===== src/design/rbs_pkg.sv =====
// Shared types, constants and fixed-point helpers for the ray/box slab test.
// No dependencies; imported by every module of the block.
`timescale 1ns / 1ps

package rbs_pkg;

    localparam int unsigned Q_SHIFT   = 16;
    localparam int unsigned CFG_IDX_W = 3;
    localparam int unsigned DIST_W    = 31;
    localparam int unsigned NUM_AXES  = 3;

    typedef logic signed [31:0] t_q16;

    typedef enum logic [CFG_IDX_W-1:0] {
        CFG_MIN_X    = 3'd0,
        CFG_MIN_Y    = 3'd1,
        CFG_MIN_Z    = 3'd2,
        CFG_MAX_X    = 3'd3,
        CFG_MAX_Y    = 3'd4,
        CFG_MAX_Z    = 3'd5,
        CFG_MIN_DIST = 3'd6,
        CFG_FACE_TOL = 3'd7
    } t_cfg_idx;

    typedef enum logic [2:0] {
        FACE_NEG_X = 3'd0,
        FACE_POS_X = 3'd1,
        FACE_NEG_Y = 3'd2,
        FACE_POS_Y = 3'd3,
        FACE_NEG_Z = 3'd4,
        FACE_POS_Z = 3'd5,
        FACE_NONE  = 3'd6
    } t_face;

    typedef struct packed {
        t_q16 [NUM_AXES-1:0] org;
        t_q16 [NUM_AXES-1:0] dir;
    } t_ray;

    localparam t_q16              BOX_MIN_RST  = 32'sd0;
    localparam t_q16              BOX_MAX_RST  = 32'sd65536;
    localparam logic [DIST_W-1:0] MIN_DIST_RST = 31'd32768;
    localparam logic [DIST_W-1:0] FACE_TOL_RST = 31'd655;

    localparam logic signed [64:0] S65_MAX = 65'sd2147483647;
    localparam logic signed [64:0] S65_MIN = -65'sd2147483648;

    // Floor shift of a Q32.32 product back to Q16.16, clamped to 32 bits.
    function automatic t_q16 sat_shift(input logic signed [64:0] p);
        logic signed [64:0] s;
        s = p >>> Q_SHIFT;
        if (s > S65_MAX) begin
            return 32'sh7FFF_FFFF;
        end else if (s < S65_MIN) begin
            return 32'sh8000_0000;
        end
        return s[31:0];
    endfunction

    // Clamp an exact 33-bit sum to 32 bits.
    function automatic t_q16 sat_sum(input logic signed [32:0] s);
        if (s[32] != s[31]) begin
            return s[32] ? 32'sh8000_0000 : 32'sh7FFF_FFFF;
        end
        return s[31:0];
    endfunction

endpackage


===== src/design/rbs_hitpt.sv =====
// One axis of the hit point: entry distance times direction, plus origin.
// Two register stages; depends on rbs_pkg.
`timescale 1ns / 1ps

module rbs_hitpt (
    input  logic          i_clk,
    input  logic          i_en,
    input  rbs_pkg::t_q16 i_enter,
    input  rbs_pkg::t_q16 i_dir,
    input  rbs_pkg::t_q16 i_org,
    output rbs_pkg::t_q16 o_pt
);
    import rbs_pkg::*;

    logic signed [63:0] r_p;
    logic signed [63:0] n_p;
    t_q16               r_org;
    t_q16               n_step;
    t_q16               r_pt;

    always_comb begin
        n_p    = i_enter * i_dir;
        n_step = sat_shift({r_p[63], r_p});
    end

    always_ff @(posedge i_clk) begin
        if (i_en) begin
            r_p   <= n_p;
            r_org <= i_org;
            r_pt  <= sat_sum({r_org[31], r_org} + {n_step[31], n_step});
        end
    end

    assign o_pt = r_pt;

endmodule


===== config.mk =====
export PLATFORM = sky130hd
export DESIGN_NAME = rbs_hitpt
export DESIGN_NICKNAME = d
export VERILOG_FILES = /design/src/design/rbs_pkg.sv /design/src/design/rbs_hitpt.sv
export SDC_FILE = /design/constraint.sdc
export NUM_CORES = 2
export LEC_CHECK = 0
export ABC_CLOCK_PERIOD_IN_PS = 7800
export BUFFER_PORTS_ARGS = -buffer_cell sky130_fd_sc_hd__buf_2
export CAP_MARGIN = 20
export CORE_UTILIZATION = 45
export DETAILED_ROUTE_END_ITERATION = 7
export MAX_ROUTING_LAYER = met4
export SLEW_MARGIN = 20
export SYNTH_ARGS = -nofsm -noshare
export SYNTH_HDL_FRONTEND = slang
export SYNTH_SLANG_ARGS = --single-unit

===== constraint.sdc =====
create_clock -name i_clk -period 7.8 [get_ports i_clk]
set_input_delay 0.39 -clock i_clk [delete_from_list [all_inputs] [get_ports i_clk]]
set_output_delay 0.39 -clock i_clk [all_outputs]
set_load 0.01 [all_outputs]

After elaboration in Yosys (flattened, before gate mapping)
Index checks and enable logic that the tools add are counted.
{ "word_totals": {"register_bits": 128, "in_bits": 98, "output_inout_bits": 32, "word_cells": 18} }
{ "op_classes": {"n_addsub": 1, "mul": 1, "n_lt_le_gt_ge": 2, "n_eq_ne": 1, "muxes": 10} }
{ "ops": {"columns": ["operator", "count"], "rows": [
  ["32-bit 2-to-1 mux", 6],
  ["32-bit by 32-bit multiplier with 64-bit output", 1],
  ["48-bit by 32-bit greater-than comparator with 1-bit output, second input constant", 1],
  ["48-bit by 32-bit less-than comparator with 1-bit output, second input constant", 1],
  ["32-bit by 32-bit adder with 33-bit output", 1],
  ["1-bit 2-to-1 mux", 4],
  ["1-bit inequality test", 1]
]} }

Longest topological paths before layout
{ "logic_depth": {"ltp_word": 9, "depth_mapped": 29, "ltp_nobuf": 27} }

Worst setup path after synthesis
No wires, ideal clock.
{ "synth_path": {"path_kind": "input -> register", "from": "input port i_dir[2]", "to": "register r_p[61], data pin", "setup_time_ns": 0.258, "arrival_ns": 7.668, "required_ns": 7.542, "setup_slack_ns": -0.125, "cell_stages": 26, "path_buffers": 1, "cell_sequence": "clkbuf_1 > nand2_1 > inv_1 > fa_1 > fa_1 > fa_1 > fa_1 > inv_1 > fa_1 > inv_1 > fa_1 > inv_1 > fa_1 > fa_1 > inv_1 > ha_1 > a21oi_1 > inv_1 > a31oi_1 > o211ai_1 > o221a_2 > a21oi_1 > or2_1 > o41ai_2 > a21oi_1 > xnor2_1"} }
{ "synth_between": {"elab_chain_cells": 1} }
{ "synth_rtl": {"columns": ["item", "line_no", "rtl"], "rows": [
  ["from (decl)", "rbs_hitpt.sv:9", "input rbs_pkg::t_q16 i_dir,"],
  ["32-bit by 32-bit multiplier with 64-bit output", "rbs_hitpt.sv:22", "n_p = i_enter * i_dir;"],
  ["net n_p[61]", "rbs_hitpt.sv:16", "logic signed [63:0] n_p;"],
  ["to (signal assigned)", "rbs_hitpt.sv:28", "r_p <= n_p;"],
  ["to (decl)", "rbs_hitpt.sv:15", "logic signed [63:0] r_p;"]
]} }
The timed path passes the listed nets, and every way through them passes these cells.
A chain may end at the register's enable or synchronous reset.

Final worst setup path
{ "layout_path": {"from": "input port i_dir[9]", "to": "register r_p[63], data pin"} }
The elaborated chain is that of the path after synthesis.

==> flow_summary.ini <==
[placed_design]
io_buffers = 129
gp_congestion = 0.905
dp_hpwl_um = 94600

[cts]
cts_made_buffers = 9
clk_pin_slew_worst_paths_ps = 90
cts_tree = yes
cts.sinks = 112
cts_root_buf = clkbuf_16
clk-insertion-delay-late_ps = 370
cts_buffer_depth = 2
h-tree-depth = 3
cts_hold_buf = 0

[grt]
grt_overflow = 0
grtUsageTotal = 0.256
grt_max_degree = 64
grt_pass1_wl_um = 176000
antenna_found_initial = 7
grt_pass1_vias = 31800

[synthesis]
synth.yosys.seq_area_share = 0.0822
ys_warn_count = 0
synth_flop_cell = edfxtp_1
synth_area_um2 = 40900
synth_nets = 5551
synth_cell_types = 67
postSynthCellCount = 4159
synth_seq_cells = 112
synthArstFlopShare = 0
postSynthAreaPerCell_um2 = 9.84
synth-edff-count = 112

[hold_path]
hold-path-cell-count = 1
min_path_type = in2reg
hp-start = i_org[31]
hold_end = r_org[31]

[drt]
route.antenna.remaining_nets = 0
routed_wl_um = 107000
drc_errors = 0
via_count = 28100
drt-initial-drc-count = 1385
dr.pass1.iters = 5
post_drt_wl_per_cell_um = 19.2
viasPerCell = 5.03

[sta]
period_needed_ps = 7450
skew_ps = 12.4
timing.final.crit_share = 0.955
setup-violations-final = 0
slew_viol_final = 0
hold_violations = 0
rsz0062_at_grt = yes
whs_ps = 191
slew_headroom = 0.302
tightest_slew_ps = 1040
fmax_mhz = 134

[final_layout]
n_fill_cell = 8412
drive_gt1_frac = 0.113
layout.nets = 5791
ff_latch_area_um2 = 3360
area_delta_synth_final_pct = 11.0
multi_input_comb_area_um2 = 33100

[worst_setup_path]
end_kind = register
cp_common_cell = fa_1
arrival_ps = 7570
start_kind = primary input
critPathMaxStageDelay_ps = 560
timing.rr.end = o_pt[3]
path_max_fanout = 17
crit_slowest_cell = fa_1
path_buf_inv = 7
worstRegToRegCells = 16
path_delay_family = adder cells
crit_required_ps = 7920
r2r-start = r_p[50]
critPathKind = in2reg
r2r_slack_ps = 2340

[flow_run]
maxCapViolCount = 0

[floorplanning]
fp-row-count = 110
die-area_um2 = 92100
core_um2 = 90000
top_level_ports = 130
die_x_um = 304
die_h_um = 304
start_util = 0.454

[status]
outcome = complete, no violations
## routing by layer
layer  wire length [um]  up-vias  share of wire  GRT usage
met1              45400    14700           0.42      0.327
li1                   -    12600              -          -
met5                  0        -              0          -
met3               3600      136          0.034     0.0159
met2              54800      609           0.51      0.443
met4               3150        0          0.029     0.0663
## cell usage in the layout, fill, tap and decap left out, types with 4 or more instances in the layout
cell / count
fa_1: 1079
inv_1: 962
nand2_1: 537
and2_1: 500
buf_4: 270
ha_1: 212
buf_2: 119
edfxtp_1: 112
a21oi_1: 94
xnor2_1: 66
nor2_1: 57
a21o_1: 55
o21ai_0: 38
buf_12: 38
xor2_1: 26
nand3_1: 21
nand4_1: 19
nand2b_1: 14
o21bai_1: 14
nor3_1: 12
a21oi_2: 11
a211oi_1: 10
and3_1: 9
clkbuf_16: 9
clkbuf_4: 9
nor2b_1: 8
o21a_1: 8
maj3_2: 8
nor4_1: 7
diode_2: 5
a31oi_1: 5
o211ai_1: 4
o31ai_1: 4
nor3b_1: 4
o21ai_1: 4
## cell usage after synthesis (3+ instances only)
master / instances / area (um^2)
nor4_1: 7 / 43.8
maj3_2: 8 / 90.1
nor3_1: 12 / 60.1
a21o_1: 55 / 413
nand2_1: 538 / 2020
o31ai_1: 4 / 30.0
xor2_1: 26 / 228
fa_1: 1082 / 21700
a211o_1: 3 / 26.3
nor2_1: 57 / 214
nor3b_1: 4 / 30.0
o21a_1: 8 / 60.1
and3_1: 9 / 56.3
nor2b_1: 8 / 50.1
inv_1: 962 / 3610
buf_6: 4 / 45.0
a21oi_2: 11 / 96.3
o21ai_1: 4 / 20.0
o211ai_1: 4 / 30.0
a211oi_1: 10 / 75.1
and2_1: 500 / 3130
edfxtp_1: 112 / 3360
o21bai_1: 14 / 105
nand3_1: 21 / 105
nand2b_1: 14 / 87.6
a21oi_1: 94 / 470
xnor2_1: 66 / 578
o21ai_0: 38 / 190
ha_1: 212 / 2650
nand4_1: 19 / 119
clkbuf_1: 203 / 762
a31oi_1: 5 / 31.3
## how the worst max path moves through the flow
stage,from,endpoint,slack [ps],cells after the start
after CTS,i_dir[9],r_p[61],250,24
after floorplan,i_dir[5],r_p[61],20,28
final,i_dir[9],r_p[63],350,27
after detailed placement,i_dir[9],r_p[61],-170,24
after global placement,i_enter[17],r_p[63],-90,25
after global routing,i_dir[5],r_p[49],-30,30
## area by class of cell
cell class / instances / share of cell area
multi-input combinational: 2877 / 0.730
inverter: 962 / 0.0795
timing repair buffer: 437 / 0.0763
sequential: 112 / 0.0741
tap: 1176 / 0.0324
clock buffer: 9 / 0.00496
clock inverter: 7 / 0.00218
antenna: 5 / 0.000276
## logic make-up (layout without fill, tap and decap cells)
group           Yosys count  in the layout  share of synthesized area
buf+inv                1170           1415                      0.108
other cells               0              5                          0
compound gates          280            280                     0.0456
xor+xnor                 93             93                     0.0201
flops                   112            112                     0.0822
fa+ha+maj              1304           1304                      0.597
simple gates           1200           1200                      0.147
## timing repair
action / CTS / global route
gates resized for setup: 0 / 11
buffers inserted: 0 / 0
setup endpoints to repair: 0 / 12
## per-stage QoR
stage,std cells,setup slack (ps),setup TNS [ps],instance area (um^2),util
global placement,5563,-91.8,-379,45000,0.500
finish,5585,352,0,45400,0.504
detailed placement,5563,-171,-550,45000,0.500
floorplan,4159,15.9,0,40900,-
global route,5584,-33.0,-33.0,45400,0.504
CTS,5579,249,0,45300,0.504
## registers in the layout, summed over array words and instances, names as in the netlist
| register | flops |
|---|---|
| r_p | 48 |
| r_org | 32 |
| o_pt | 32 |
Power is left out: the tool's default activity adds up to more than one toggle a clock period on the data nets, which glitch-free logic cannot reach.
